## src/rtl/core/dcpo_pkg.sv

```systemverilog
// ---------------------------------------------------------------------------
// dcpo_pkg - shared types and constants of the drive command parser
// frame layout, direction codes, command digits and drive state bundle
// ---------------------------------------------------------------------------
`default_nettype none

package dcpo_pkg;

    localparam int FRAME_LEN  = 5;
    localparam int COUNT_BITS = 16;
    localparam int IDX_BITS   = 3;
    localparam int BUF_DEPTH  = FRAME_LEN - 1;
    localparam int BUF_AW     = $clog2(BUF_DEPTH);
    localparam int TLM_BYTES  = 6;
    localparam int BURST_BITS = 3;

    localparam logic [7:0] HDR_CMD = 8'h50;   // 'P'
    localparam logic [7:0] HDR_TLM = 8'h45;   // 'E'

    // command digits
    localparam logic [7:0] CMD_REV_LEFT   = 8'h31;
    localparam logic [7:0] CMD_REVERSE    = 8'h32;
    localparam logic [7:0] CMD_REV_RIGHT  = 8'h33;
    localparam logic [7:0] CMD_SPIN_LEFT  = 8'h34;
    localparam logic [7:0] CMD_STOP       = 8'h35;
    localparam logic [7:0] CMD_SPIN_RIGHT = 8'h36;
    localparam logic [7:0] CMD_FWD_RIGHT  = 8'h37;
    localparam logic [7:0] CMD_FORWARD    = 8'h38;
    localparam logic [7:0] CMD_FWD_LEFT   = 8'h39;

    // bridge patterns
    localparam logic [3:0] PAT_REV_LEFT   = 4'h8;
    localparam logic [3:0] PAT_REVERSE    = 4'h9;
    localparam logic [3:0] PAT_REV_RIGHT  = 4'h1;
    localparam logic [3:0] PAT_SPIN_LEFT  = 4'hA;
    localparam logic [3:0] PAT_STOP       = 4'h0;
    localparam logic [3:0] PAT_SPIN_RIGHT = 4'h5;
    localparam logic [3:0] PAT_FWD_RIGHT  = 4'h2;
    localparam logic [3:0] PAT_FORWARD    = 4'h6;
    localparam logic [3:0] PAT_FWD_LEFT   = 4'h4;

    localparam logic [7:0] DUTY_RESET = 8'hFF;

    typedef enum logic [1:0] {
        ACT_RX          = 2'd0,
        ACT_LEFT_PULSE  = 2'd1,
        ACT_RIGHT_PULSE = 2'd2,
        ACT_TICK        = 2'd3
    } action_t;

    // two's complement wheel direction
    typedef enum logic [1:0] {
        DIR_IDLE = 2'd0,
        DIR_FWD  = 2'd1,
        DIR_BACK = 2'd3
    } dir_t;

    typedef struct packed {
        logic [3:0] pattern;
        logic [7:0] left_duty;
        logic [7:0] right_duty;
        dir_t       left_dir;
        dir_t       right_dir;
    } drive_state_t;

    typedef struct packed {
        logic       known;
        logic [3:0] pattern;
        dir_t       left_dir;
        dir_t       right_dir;
    } digit_dec_t;

    function automatic digit_dec_t decode_digit(input logic [7:0] digit);
        digit_dec_t d;
        d = '{known: 1'b1, pattern: PAT_STOP, left_dir: DIR_IDLE, right_dir: DIR_IDLE};
        unique case (digit)
            CMD_REV_LEFT: begin
                d.pattern = PAT_REV_LEFT;   d.left_dir = DIR_BACK; d.right_dir = DIR_IDLE;
            end
            CMD_REVERSE: begin
                d.pattern = PAT_REVERSE;    d.left_dir = DIR_BACK; d.right_dir = DIR_BACK;
            end
            CMD_REV_RIGHT: begin
                d.pattern = PAT_REV_RIGHT;  d.left_dir = DIR_IDLE; d.right_dir = DIR_BACK;
            end
            CMD_SPIN_LEFT: begin
                d.pattern = PAT_SPIN_LEFT;  d.left_dir = DIR_BACK; d.right_dir = DIR_FWD;
            end
            CMD_STOP: begin
                d.pattern = PAT_STOP;       d.left_dir = DIR_IDLE; d.right_dir = DIR_IDLE;
            end
            CMD_SPIN_RIGHT: begin
                d.pattern = PAT_SPIN_RIGHT; d.left_dir = DIR_FWD;  d.right_dir = DIR_BACK;
            end
            CMD_FWD_RIGHT: begin
                d.pattern = PAT_FWD_RIGHT;  d.left_dir = DIR_IDLE; d.right_dir = DIR_FWD;
            end
            CMD_FORWARD: begin
                d.pattern = PAT_FORWARD;    d.left_dir = DIR_FWD;  d.right_dir = DIR_FWD;
            end
            CMD_FWD_LEFT: begin
                d.pattern = PAT_FWD_LEFT;   d.left_dir = DIR_FWD;  d.right_dir = DIR_IDLE;
            end
            default: begin
                d.known = 1'b0;
            end
        endcase
        return d;
    endfunction

    function automatic logic [COUNT_BITS-1:0] step_count(input logic [COUNT_BITS-1:0] cnt,
                                                          input dir_t dir);
        logic [COUNT_BITS-1:0] res;
        res = cnt;
        if (dir == DIR_FWD) begin
            res = cnt + COUNT_BITS'(1);
        end else if (dir == DIR_BACK) begin
            res = cnt - COUNT_BITS'(1);
        end
        return res;
    endfunction

endpackage

`default_nettype wire

```

## src/rtl/core/dcpo_frame_parser.sv

```systemverilog
// ---------------------------------------------------------------------------
// dcpo_frame_parser - five-byte drive command framing
// holds the frame bytes, duties, bridge pattern and wheel directions
// ---------------------------------------------------------------------------
`default_nettype none

module dcpo_frame_parser
    import dcpo_pkg::*;
(
    input  wire logic         aclk,
    input  wire logic         aresetn,
    input  wire logic         take,
    input  wire action_t      action,
    input  wire logic [7:0]   rx_byte,
    output drive_state_t      drive_next,
    output logic              cmd_taken
);

    logic [7:0]          frame_buffer [BUF_DEPTH];
    logic [IDX_BITS-1:0] byte_index_reg, byte_index_next;
    drive_state_t        drive_reg;
    logic                store_byte;
    logic [7:0]          sum;
    digit_dec_t          dec;
    logic                rx_take;

    assign rx_take = take && (action == ACT_RX);
    assign sum     = frame_buffer[2] + frame_buffer[3];
    assign dec     = decode_digit(frame_buffer[1]);

    always_comb begin
        byte_index_next = byte_index_reg;
        drive_next      = drive_reg;
        cmd_taken       = 1'b0;
        store_byte      = 1'b0;
        if (rx_take) begin
            if (byte_index_reg == '0) begin
                store_byte      = 1'b1;
                byte_index_next = (rx_byte == HDR_CMD) ? IDX_BITS'(1) : '0;
            end else if (byte_index_reg == IDX_BITS'(FRAME_LEN - 1)) begin
                // checksum byte closes the frame either way
                byte_index_next = '0;
                if (rx_byte == sum) begin
                    cmd_taken             = 1'b1;
                    drive_next.left_duty  = frame_buffer[2];
                    drive_next.right_duty = frame_buffer[3];
                    if (dec.known) begin
                        drive_next.pattern   = dec.pattern;
                        drive_next.left_dir  = dec.left_dir;
                        drive_next.right_dir = dec.right_dir;
                    end
                end
            end else begin
                store_byte      = 1'b1;
                byte_index_next = byte_index_reg + IDX_BITS'(1);
            end
        end
    end

    always_ff @(posedge aclk) begin
        if (!aresetn) begin
            byte_index_reg       <= '0;
            drive_reg.pattern    <= PAT_STOP;
            drive_reg.left_duty  <= DUTY_RESET;
            drive_reg.right_duty <= DUTY_RESET;
            drive_reg.left_dir   <= DIR_IDLE;
            drive_reg.right_dir  <= DIR_IDLE;
        end else begin
            byte_index_reg <= byte_index_next;
            drive_reg      <= drive_next;
        end
    end

    always_ff @(posedge aclk) begin
        if (store_byte) begin
            frame_buffer[byte_index_reg[BUF_AW-1:0]] <= rx_byte;
        end
    end

endmodule

`default_nettype wire

```

## src/rtl/core/dcpo_odometer.sv

```systemverilog
// ---------------------------------------------------------------------------
// dcpo_odometer - wheel encoder counters
// steps each wheel count by its direction on a pulse, wrapping
// ---------------------------------------------------------------------------
`default_nettype none

module dcpo_odometer
    import dcpo_pkg::*;
(
    input  wire logic                  aclk,
    input  wire logic                  aresetn,
    input  wire logic                  take,
    input  wire action_t               action,
    input  wire dir_t                  left_dir,
    input  wire dir_t                  right_dir,
    output logic [COUNT_BITS-1:0]      left_count,
    output logic [COUNT_BITS-1:0]      right_count
);

    logic [COUNT_BITS-1:0] left_count_reg, left_count_next;
    logic [COUNT_BITS-1:0] right_count_reg, right_count_next;

    always_comb begin
        left_count_next  = left_count_reg;
        right_count_next = right_count_reg;
        if (take && action == ACT_LEFT_PULSE) begin
            left_count_next = step_count(left_count_reg, left_dir);
        end
        if (take && action == ACT_RIGHT_PULSE) begin
            right_count_next = step_count(right_count_reg, right_dir);
        end
    end

    always_ff @(posedge aclk) begin
        if (!aresetn) begin
            left_count_reg  <= '0;
            right_count_reg <= '0;
        end else begin
            left_count_reg  <= left_count_next;
            right_count_reg <= right_count_next;
        end
    end

    assign left_count  = left_count_reg;
    assign right_count = right_count_reg;

endmodule

`default_nettype wire

```

## src/rtl/core/dcpo_result_stage.sv

```systemverilog
// ---------------------------------------------------------------------------
// dcpo_result_stage - result register and telemetry burst sequencer
// one result per request, six beats per telemetry tick
// ---------------------------------------------------------------------------
`default_nettype none

module dcpo_result_stage
    import dcpo_pkg::*;
(
    input  wire logic                  aclk,
    input  wire logic                  aresetn,
    input  wire logic                  take,
    input  wire action_t               action,
    input  wire drive_state_t          drive_next,
    input  wire logic                  cmd_taken,
    input  wire logic [COUNT_BITS-1:0] left_count,
    input  wire logic [COUNT_BITS-1:0] right_count,
    output logic                       can_take,
    output logic                       m_tvalid,
    input  wire logic                  m_tready,
    output logic [31:0]                m_tdata,
    output logic                       m_tlast,
    output logic [0:0]                 m_tuser
);

    logic                  out_valid_reg;
    logic [BURST_BITS-1:0] burst_cnt_reg;
    logic                  tx_valid_reg;
    logic [7:0]            tx_byte_reg;
    logic                  tx_last_reg;
    logic [3:0]            pattern_reg;
    logic [7:0]            left_duty_reg;
    logic [7:0]            right_duty_reg;
    logic                  taken_reg;
    logic [7:0]            snap_reg [TLM_BYTES-1];

    logic [31:0] left_ext, right_ext;
    logic [7:0]  tlm [TLM_BYTES-1];
    logic        out_pop;
    logic        burst_step;
    logic        is_tick;

    assign left_ext  = 32'(left_count);
    assign right_ext = 32'(right_count);
    assign tlm[0] = right_ext[15:8];
    assign tlm[1] = right_ext[7:0];
    assign tlm[2] = left_ext[15:8];
    assign tlm[3] = left_ext[7:0];
    assign tlm[4] = tlm[0] + tlm[1] + tlm[2] + tlm[3];

    assign is_tick    = (action == ACT_TICK);
    assign out_pop    = out_valid_reg && m_tready;
    assign burst_step = out_pop && (burst_cnt_reg != '0);
    assign can_take   = (burst_cnt_reg == '0) && (!out_valid_reg || m_tready);

    always_ff @(posedge aclk) begin
        if (!aresetn) begin
            out_valid_reg <= 1'b0;
            burst_cnt_reg <= '0;
        end else if (take) begin
            out_valid_reg <= 1'b1;
            burst_cnt_reg <= is_tick ? BURST_BITS'(TLM_BYTES - 1) : '0;
        end else if (burst_step) begin
            burst_cnt_reg <= burst_cnt_reg - BURST_BITS'(1);
        end else if (out_pop) begin
            out_valid_reg <= 1'b0;
        end
    end

    always_ff @(posedge aclk) begin
        if (take) begin
            tx_valid_reg   <= is_tick;
            tx_byte_reg    <= is_tick ? HDR_TLM : 8'h00;
            tx_last_reg    <= !is_tick;
            pattern_reg    <= drive_next.pattern;
            left_duty_reg  <= drive_next.left_duty;
            right_duty_reg <= drive_next.right_duty;
            taken_reg      <= cmd_taken;
            for (int i = 0; i < TLM_BYTES - 1; i++) begin
                snap_reg[i] <= tlm[i];
            end
        end else if (burst_step) begin
            tx_byte_reg <= snap_reg[0];
            tx_last_reg <= (burst_cnt_reg == BURST_BITS'(1));
            for (int i = 0; i < TLM_BYTES - 2; i++) begin
                snap_reg[i] <= snap_reg[i+1];
            end
        end
    end

    assign m_tvalid   = out_valid_reg;
    assign m_tlast    = tx_last_reg;
    assign m_tuser[0] = tx_valid_reg;
    assign m_tdata    = {3'b000, taken_reg, right_duty_reg, left_duty_reg,
                         pattern_reg, tx_byte_reg};

endmodule

`default_nettype wire

```

## src/rtl/core/drive_command_parser_with_odometry.sv

```systemverilog
// ---------------------------------------------------------------------------
// drive_command_parser_with_odometry - drive command framing and odometry
//
// requests enter on the s_ stream: tuser carries the kind of request
// (received byte, left encoder pulse, right encoder pulse, telemetry tick)
// and tdata the received byte. command frames are 'P', direction digit,
// left duty, right duty, checksum (sum of the duties, modulo 256); a good
// frame loads the duties and, for a known digit, pattern and directions.
// results leave on the m_ stream. every request gives one result, except a
// telemetry tick which gives a six-beat burst: 'E', right count high/low,
// left count high/low, byte sum; tlast marks the final beat of a request.
// a result is registered in the cycle after its request. a new request is
// taken every cycle while the result register is free or being emptied;
// a tick holds s_tready low while the first five beats of its burst are
// out, so the next request goes in with the final beat at the earliest.
// if the receiver stalls, the result register holds and s_tready drops.
// reset (aresetn low, synchronous) clears framing, counts, pattern and
// directions, sets both duties to full scale and empties the output.
// ---------------------------------------------------------------------------
`default_nettype none

module drive_command_parser_with_odometry
    import dcpo_pkg::*;
(
    input  wire logic        aclk,
    input  wire logic        aresetn,
    // request channel
    input  wire logic        s_tvalid,
    output logic             s_tready,
    input  wire logic [7:0]  s_tdata,   // [7:0] rx_byte
    input  wire logic [1:0]  s_tuser,   // [1:0] action
    // result channel
    output logic             m_tvalid,
    input  wire logic        m_tready,
    output logic [31:0]      m_tdata,   // [7:0] tx_byte, [11:8] drive_pattern,
                                        // [19:12] left_duty, [27:20] right_duty,
                                        // [28] command_taken, [31:29] zero
    output logic             m_tlast,   // tx_last
    output logic [0:0]       m_tuser    // [0] tx_valid
);

    logic                  take;
    logic                  can_take;
    action_t               action;
    drive_state_t          drive_next;
    logic                  cmd_taken;
    logic [COUNT_BITS-1:0] left_count;
    logic [COUNT_BITS-1:0] right_count;

    // request handshake
    assign s_tready = can_take;
    assign take     = s_tvalid && can_take;
    assign action   = action_t'(s_tuser);

    // framing, duties, pattern and wheel directions
    dcpo_frame_parser u_parser (
        .aclk       (aclk),
        .aresetn    (aresetn),
        .take       (take),
        .action     (action),
        .rx_byte    (s_tdata),
        .drive_next (drive_next),
        .cmd_taken  (cmd_taken)
    );

    // wheel counts; a pulse never changes the directions, so the
    // post-request directions equal the stored ones here
    dcpo_odometer u_odometer (
        .aclk        (aclk),
        .aresetn     (aresetn),
        .take        (take),
        .action      (action),
        .left_dir    (drive_next.left_dir),
        .right_dir   (drive_next.right_dir),
        .left_count  (left_count),
        .right_count (right_count)
    );

    // result register and telemetry burst
    dcpo_result_stage u_result (
        .aclk        (aclk),
        .aresetn     (aresetn),
        .take        (take),
        .action      (action),
        .drive_next  (drive_next),
        .cmd_taken   (cmd_taken),
        .left_count  (left_count),
        .right_count (right_count),
        .can_take    (can_take),
        .m_tvalid    (m_tvalid),
        .m_tready    (m_tready),
        .m_tdata     (m_tdata),
        .m_tlast     (m_tlast),
        .m_tuser     (m_tuser)
    );

endmodule

`default_nettype wire

```

## config.mk

```make
export PLATFORM = sky130hd
export DESIGN_NAME = drive_command_parser_with_odometry
export DESIGN_NICKNAME = d
export VERILOG_FILES = /design/src/rtl/core/dcpo_pkg.sv /design/src/rtl/core/dcpo_frame_parser.sv /design/src/rtl/core/dcpo_odometer.sv /design/src/rtl/core/dcpo_result_stage.sv /design/src/rtl/core/drive_command_parser_with_odometry.sv
export SDC_FILE = /design/constraint.sdc
export NUM_CORES = 1
export LEC_CHECK = 0
export BUFFER_PORTS_ARGS = -buffer_cell sky130_fd_sc_hd__buf_2
export CORE_UTILIZATION = 60
export CTS_CLUSTER_DIAMETER = 30
export DETAILED_ROUTE_END_ITERATION = 7
export GPL_TIMING_DRIVEN = 0
export PLACE_DENSITY = 0.77
export RECOVER_POWER = 50
export SLEW_MARGIN = 20
export SYNTH_ARGS = -nofsm -noshare
export SYNTH_HDL_FRONTEND = slang
export SYNTH_SLANG_ARGS = --single-unit
export TNS_END_PERCENT = 1
```

## constraint.sdc

```tcl
create_clock -name aclk -period 12.85 [get_ports aclk]
set_clock_uncertainty 0.15 [all_clocks]
set_input_delay 1.9275 -clock aclk [delete_from_list [all_inputs] [get_ports aclk]]
set_output_delay 1.9275 -clock aclk [all_outputs]
set_load 0.005 [all_outputs]
```

# Yosys cells after proc, flatten, opt, wreduce, memory -nomap -nowiden
# Memories as Yosys holds them, arrays and structs flattened.
# Cells that the tools add are included.
# totals
elab_cells	120
regBits	94
n_memories	2
ram_bits	72
input_bits	14
output_inout_bits	36
# op_classes
bitwise_logic	6
add_sub_neg	10
n_eq_ne	21
muxes	41
reduce_logical	23
# memory_table
memory	depth	word_bits	read_ports	rd_ports_with_merged_regs	write_ports	line_no	rtl
u_result.snap_reg	5	8	5	0	5	dcpo_result_stage.sv:35	logic [7:0] snap_reg [TLM_BYTES-1];
u_parser.frame_buffer	4	8	3	0	1	dcpo_frame_parser.sv:19	logic [7:0] frame_buffer [BUF_DEPTH];
# ops
op	n
24-bit two-way mux	4
8-bit by 6-bit equality test with 1-bit output, second input constant	9
16-bit two-way mux	4
8-bit one-hot mux with 8 select lines	1
8-bit two-way mux	6
16-bit by 1-bit adder with 16-bit output, second input constant	2
8-bit adder	4
16-bit by 1-bit subtractor with 16-bit output, second input constant	2
1-bit two-way mux	18
3-bit two-way mux	5
9-bit OR reduction	1
2-bit equality test, second input constant	4
8-bit by 7-bit equality test with 1-bit output, second input constant	1
8-bit equality test	1
4-bit two-way mux	2
2-bit nonzero test	4
1-bit logical AND	7
7-bit two-way mux	1
2-bit by 1-bit equality test with 1-bit output, second input constant	3
3-bit logical NOT	2
2-bit AND reduction	3
1-bit bitwise OR	4
3-bit by 1-bit adder with 3-bit output, second input constant	1
3-bit by 1-bit equality test with 1-bit output, second input constant	1
9 further kinds	11

# Logic depth before layout (Yosys ltp)
# Gate-level depths: netlist of the first run.
# An unclocked memory read counts as a cell.
# logic_depth
word_depth	12
mapped_depth	21
ltp_nobuf	20

# Cells and area by module
# A second synthesis of the first run with hierarchy kept.
# unflattened
cells_unflattened	816
hier_area_um2	8946.1
# by_module_without_submodules
mod	seq_area_each_um2	cells_per_inst	instances	area_each_um2
dcpo_result_stage	2212.1	234	1	3696.0
dcpo_frame_parser	1261.2	267	1	2697.6
dcpo_odometer	640.6	314	1	2546.2
drive_command_parser_with_odometry	0.0	1	1	6.3

# Least setup slack after synthesis of the first run
# No wires, ideal clock.
# synth_path
kind	input -> register
start	input s_tvalid
end	register u_odometer.left_count_reg[15] (netlist: u_odometer.left_count[15])
setup_slack_ns	6.556
t_arrival_ns	6.072
setup_ns	0.072
stages	18
required_ns	12.628
path_buffers	1
cell_sequence	nand3b_1 nor4_4 nand3_1 nor3_1 nand4_1 clkbuf_1 nand4b_1 a21oi_1 ha_1 a211oi_1 o211ai_1 a31oi_1 nor4_1 nor2_1 a211o_1 a211oi_1 a311oi_1 mux2i_1
# synth_between
elab_chain_len	6
elab_cells_between_ends	9
cone_classes	eq/ne: 2; mux: 2; reduce/logical: 5
# synth_lines
item	line_no	rtl
start: declaration	drive_command_parser_with_odometry.sv:28	input wire logic s_tvalid,
1-bit logical AND (*)	drive_command_parser_with_odometry.sv:52	assign take = s_tvalid && can_take;
1-bit logical AND	dcpo_frame_parser.sv:27	assign rx_take = take && (action == ACT_RX);
24-bit two-way mux	dcpo_frame_parser.sv:36	if (rx_take) begin
2-bit equality test or 2-bit by 1-bit equality test with 1-bit output (tied branches)	dcpo_pkg.sv:117, dcpo_pkg.sv:115	
2-bit nonzero test (no source line)	-	
2-bit AND reduction (no source line)	-	
end signal: assignment	dcpo_odometer.sv:39	left_count_reg <= left_count_next;
end: declaration	dcpo_odometer.sv:20	logic [COUNT_BITS-1:0] left_count_reg, left_count_next;
# Mark *: on every way between the ends. The rest lies on a longest branch, timed or not.
# A chain may end at the register's enable or synchronous reset.

# Worst setup path in the final report of the first run
# layout_path
start	input m_tready
end	register u_odometer.left_count_reg[15] (netlist: u_odometer.left_count[15])
# layout_between
elab_chain_len	8
elab_cells_between_ends	11
cone_classes	eq/ne: 2; mux: 2; reduce/logical: 7
# layout_lines
item	line_no	rtl
start: declaration	drive_command_parser_with_odometry.sv:34	input wire logic m_tready,
1-bit logical OR (*)	dcpo_result_stage.sv:54	assign can_take = (burst_cnt_reg == '0) && (!out_valid_reg || m_tready);
1-bit logical AND (*)	dcpo_result_stage.sv:54	
1-bit logical AND (*)	drive_command_parser_with_odometry.sv:52	
1-bit logical AND	dcpo_frame_parser.sv:27	
24-bit two-way mux	dcpo_frame_parser.sv:36	
2-bit equality test or 2-bit by 1-bit equality test with 1-bit output (tied branches)	dcpo_pkg.sv:117, dcpo_pkg.sv:115	
2-bit nonzero test (no source line)	-	
2-bit AND reduction (no source line)	-	
# Marked as above.

==> flow_summary.ini, run 1 <==
[power]
p_per_area_nw_per_um2 = 126.0
p_sw_w = 0.0002601
pwr-share-clk_pct = 43.8
switching_share_pct = 21.82
intPower_w = 0.0009318
pwr-share-comb_pct = 6.8
pwr-share-seq_pct = 49.4
leakage_nw = 3.785
report.power.total_w = 0.001192
irDropWorstVdd_v = 0.00006586

[placed_design]
dp_hpwl_um = 12950
gp_congestion = 0.8885
portBuffers = 46

[routing]
drt-initial-drc-count = 415
drt-wirelength-per-cell_um = 17.70
drc = 0
postRouteAntennaNets = 0
via_per_inst = 5.767
firstDrtPassIters = 6
routed_wl_um = 17930
vias = 5842

[worst_setup_path]
end_kind = register
r2r-start = u_result.burst_cnt_reg[0]
crit_type = input pin to register
reg2reg_depth = 20
critPathRequiredTime_ns = 13.06
critPathMaxFanout = 16
startpoint = m_tready
critPathArrivalTime_ns = 8.04
cp-start-kind = input pin

[clock_network]
htree_levels = 4
cts_sinks = 158
clock_latency_ns = 0.43
clk_path_buf_depth = 2
clockRootBuffer = clkbuf_16
cts_tree = built
cts_resized = 0
post_cts_buffers = 0
clk_pin_slew_ns = 0.06
ctsHoldBuffers = 0
cts_buffers = 17

[grt]
grt_antenna_before_repair = 0
grt_pass1_wl_um = 28930
top_usage_layer = met2
use_met3_pct = 6.226
grt_use_met2_pct = 45.15
grt.total_usage_pct = 26.48
grt_use_met1_pct = 32.79
grt-ovfl-total = 0
grt_pass1_vias = 5882
grt_max_degree = 34

[timing]
slew_viol_final = 11
period_share_pct = 60.90
finalCriticalPeriod_ns = 7.825
hold_viol = 0
rsz0062_at_grt = false
slew_headroom_pct = -4.697
worst_pin_slew_ns = 1.556
setup_viol_count_final = 0
max_freq_mhz = 127.8
fin_setup_tns_ns = 0

[layout]
largest_reg_flops = 40
diodes = 0
final_common_cell = edfxtp_1
layout-drive-gt1-share_pct = 12.07
most-common-layout-cells = 95 x edfxtp_1, 81 x nand2_1, 63 x dfxtp_1, 57 x nor2_1, 51 x ha_1
syn_to_final_growth_pct = 12.55
nNetsFinal = 906

[floorplan]
die_w_um = 120.4
fp-row-count = 42
fp.dieArea_um2 = 14480
start_util_pct = 62.47
core_um2 = 13450
fp.dieH_um = 120.4
io_pins = 50

[yosys]
syn_avg_cell_area_um2 = 11.12
yosys_register_bits = 158
synth_seq_area_share_pct = 48.95
synth_edf_count = 95
ys_dominant_reg_cell = edfxtp_1
synth_top_cell_by_area = edfxtp_1
async_flop_share_pct = 0
ys.warnings.count = 0
synth.top_cell.area_share_pct = 33.94
syn_area_um2 = 8404
synth.distinct_cells = 63
synthCells = 756
ys_top_cells_by_area = edfxtp_1 34%, dfxtp_1 15%, ha_1 7.6%

[hold_path]
hold_depth = 2
hp-class = register to register
worstHoldStart = u_parser.drive_reg[3]

[outcome]
violations = max-capacitance violations, max-slew violations
status = finished with violations

[run]
maxCapViolations = 1
==> per-layer routing <==
layer / part of all wire, % / vias up
met3: 4.9 / 32
li1: - / 2811
met4: 2.1 / 0
met1: 43 / 2831
met5: 0 / -
met2: 50 / 168
==> worst max-delay path, stage by stage <==
cell and delay (ns):
clkbuf_1 0.11, nor2b_1 0.08, nor4_1 1.22, nand3_1 0.25
nor3_1 0.25, nand4_1 0.18, clkbuf_1 0.30, nand4b_1 0.49
a21oi_2 0.78, ha_1 0.41, a211oi_1 0.52, o211ai_1 0.20
a31oi_1 0.27, nor4_1 0.11, nor2_1 0.12, a211o_1 0.17
a211oi_1 0.05, a311oi_1 0.36, mux2i_1 0.23
==> stage by stage <==
step | util, % | cell area, µm² | cells | setup slack (ns) | hold slack (ns)
2_1_floorplan | - | 8412 | 758 | 6.556 | 0.3088
3_3_place_gp | 65.88 | 8862 | 980 | 5.146 | 0.3178
3_5_place_dp | 66.13 | 8896 | 981 | 5.512 | 0.3425
4_1_cts | 70.64 | 9503 | 1013 | 5.882 | 0.3511
5_1_grt | 70.31 | 9459 | 1013 | 4.508 | 0.3629
6_report | 70.31 | 9459 | 1013 | 5.025 | 0.3514
==> kinds of logic (layout without fill, tap and decap cells) <==
kind of cell / Yosys count / in the layout / share of synthesized area (%)
multiplexers: 54 / 54 / 6.848
flip-flops: 158 / 158 / 48.95
XOR/XNOR: 52 / 52 / 5.419
adder cells (fa/ha/maj): 68 / 68 / 11.64
AO/OA/AOI/OAI: 118 / 118 / 9.320
AND/OR/NAND/NOR: 248 / 248 / 14.66
other: 1 / 3 / 0.04462
buffers and inverters: 57 / 136 / 3.111
==> cell type report <==
type                    count  area [µm²]
flip-flops and latches    158        4114
multi-input cells         543        4028
fillers                   998        3994
clock buffers              21       440.4
repair buffers             47       229.0
well taps                 176       220.2
clock inverters            11       166.4
plain buffers              29       156.4
inverters                  28       105.1
==> power groups by stage <==
stage	Combinational, W	Clock [W]	Sequential (W)
after floorplan	0.0000465	0	0.000599
after global placement	0.0000755	0	0.000599
after detailed placement	0.0000835	0	0.000599
after CTS	0.0000841	0.000526	0.000588
after global routing	0.0000900	0.000546	0.000591
final	0.0000814	0.000522	0.000589
==> synth_stat cells, types with 3 or more instances <==
library cell and n:
nand2b_1 10, o21bai_1 6, mux2_1 6, clkbuf_1 16, a211oi_1 10, o21ai_0 20, edfxtp_1 95, a21oi_1 32
and3_1 7, inv_1 27, o21a_1 7, nand4_1 3, a31oi_1 3, nand3b_1 4, nand2_1 81, or2_2 8
buf_4 6, ha_1 51, nand3_1 12, fa_1 17, o21ai_1 3, nor2_1 57, nor4_1 5, or2_1 11
mux2i_1 26, or3_1 5, nor2b_1 8, a21o_1 13, dfxtp_1 63, mux2_2 22, and2_1 11, xnor2_1 38
nor3_1 16, a211oi_2 4, buf_1 4, xor2_1 14
==> path summary, 6_finish.rpt <==
kind / to / slack, ns
worst min register to register: u_parser.drive_reg[3] / 0.35
worst max-delay path: u_odometer.left_count[15] / 5.02
worst max register to register: u_odometer.left_count[15] / 6.03
worst min-delay path: u_parser.drive_reg[3] / 0.35
Note: power is estimated with default switching activity, not from simulation.
==> run 2: changes to the inputs <==
Clock period 12.85 ns to 7.7 ns, I/O delays scaled along.
==> flow_summary.ini, run 2 (synthesized netlist as in run 1, its figures left out) <==
[floorplan]
start_util_pct = 62.47
fp.dieH_um = 120.4
core_um2 = 13450
io_pins = 50
die_w_um = 120.4
fp-row-count = 42
fp.dieArea_um2 = 14480

[layout]
regArea_um2 = 4114
diodes = 0
largest_reg_flops = 40
syn_to_final_growth_pct = 12.73
final_common_cell = edfxtp_1
nNetsFinal = 906
nFillCells = 996
most-common-layout-cells = 95 x edfxtp_1, 81 x nand2_1, 63 x dfxtp_1, 57 x nor2_1, 51 x ha_1
multiInputGateArea_um2 = 4043
layout-drive-gt1-share_pct = 12.19
final_core_util_pct = 70.42

[grt]
grt_pass1_vias = 5882
grt_pass1_wl_um = 28930
grt-ovfl-total = 0
grt_antenna_before_repair = 0
grt_max_degree = 34
grt.total_usage_pct = 26.48

[power]
report.power.total_w = 0.001990
leakage_nw = 3.786
irDropWorstVdd_v = 0.0001096
p_per_area_nw_per_um2 = 210.1

[run]
maxCapViolations = 0

[routing]
drc = 0
routed_wl_um = 17970
postRouteAntennaNets = 0
vias = 5869
drt-initial-drc-count = 387
firstDrtPassIters = 7
via_per_inst = 5.794
drt-wirelength-per-cell_um = 17.73

[worst_setup_path]
crit_type = register to register
end_kind = register
critPathMaxFanout = 16
cp-start-kind = register
critPathArrivalTime_ns = 6.71
critPathRequiredTime_ns = 7.91

[clock_network]
clk_pin_slew_ns = 0.06
cts_resized = 0
cts_sinks = 158
htree_levels = 4
ctsHoldBuffers = 0
clockRootBuffer = clkbuf_16
clk_path_buf_depth = 2
cts_buffers = 17
post_cts_buffers = 0
cts_tree = built
clock_latency_ns = 0.43

[timing]
setup_viol_count_final = 0
max_freq_mhz = 153.8
period_share_pct = 84.47
fin_setup_tns_ns = 0
slew_headroom_pct = 4.700
finalCriticalPeriod_ns = 6.504
hold_viol = 0
fin_ws_ns = 1.196
worst_pin_slew_ns = 1.428
whs_ns = 0.3522
slew_viol_final = 0
rsz0062_at_grt = false

[hold_path]
hp-class = register to register

[placed_design]
gp_congestion = 0.8885
place_ws_ns = 1.134
dp_hpwl_um = 12950
portBuffers = 46

[outcome]
status = completed
run 2: through the flow:
stage | instance area (µm²) | cells
after global placement | 8862 | 980
after floorplan | 8412 | 758
after global routing | 9474 | 1013
after CTS | 9503 | 1013
after detailed placement | 8896 | 981
final | 9474 | 1013
run 2: path summary, 6_finish.rpt:
kind / startpoint / endpoint / slack, ns / cells after the start
min: u_parser.drive_reg[3] / u_parser.drive_reg[3] / 0.35 / 2
max reg2reg: u_parser.frame_buffer[2][0] / u_odometer.left_count[15] / 1.20 / 20
min reg2reg: u_parser.drive_reg[3] / u_parser.drive_reg[3] / 0.35 / 2
max: u_parser.frame_buffer[2][0] / u_odometer.left_count[15] / 1.20 / 20
run 2: metal layers:
metal | vias to the layer above | GRT usage [%] | part of all wire [%]
met3 | 35 | 6.226 | 5.4
li1 | 2810 | - | -
met4 | 0 | 9.568 | 2.1
met5 | - | 0 | 0
met1 | 2843 | 32.79 | 43
met2 | 181 | 45.15 | 49
run 2: critical path, cell delays in order, from the launching register on:
cell and delay, ns:
edfxtp_1 0.43, ha_1 0.25, fa_1 0.47, a211oi_1 0.32, o21bai_1 0.16, a211oi_1 0.34
or2_1 0.17, nand4_1 0.13, clkbuf_1 0.31, nand4b_1 0.49, a21oi_2 0.78, ha_1 0.41
a211oi_1 0.52, o211ai_1 0.20, a31oi_1 0.28, nor4_1 0.11, nor2_1 0.12, a211o_1 0.17
a211oi_1 0.05, a311oi_1 0.35, mux2i_1 0.23
run 2: report_power, final:
part | switching [W] | leakage [nW] | internal (W) | total (W)
clock network | 0.000330 | 0.295 | 0.000541 | 0.000871
registers | 0.0000150 | 1.37 | 0.000967 | 0.000982
logic | 0.0000903 | 2.12 | 0.0000468 | 0.000137
total | 0.000435 | 3.79 | 0.00156 | 0.00199
run 2: layout make-up:
cell class / instances / share of cell area (%)
Inverter: 28 / 1.109
Buffer: 29 / 1.651
Clock buffer: 21 / 4.649
Tap cell: 176 / 2.324
Clock inverter: 11 / 1.756
Sequential cell: 158 / 43.42
Multi-Input combinational cell: 543 / 42.67
Timing Repair Buffer: 47 / 2.417
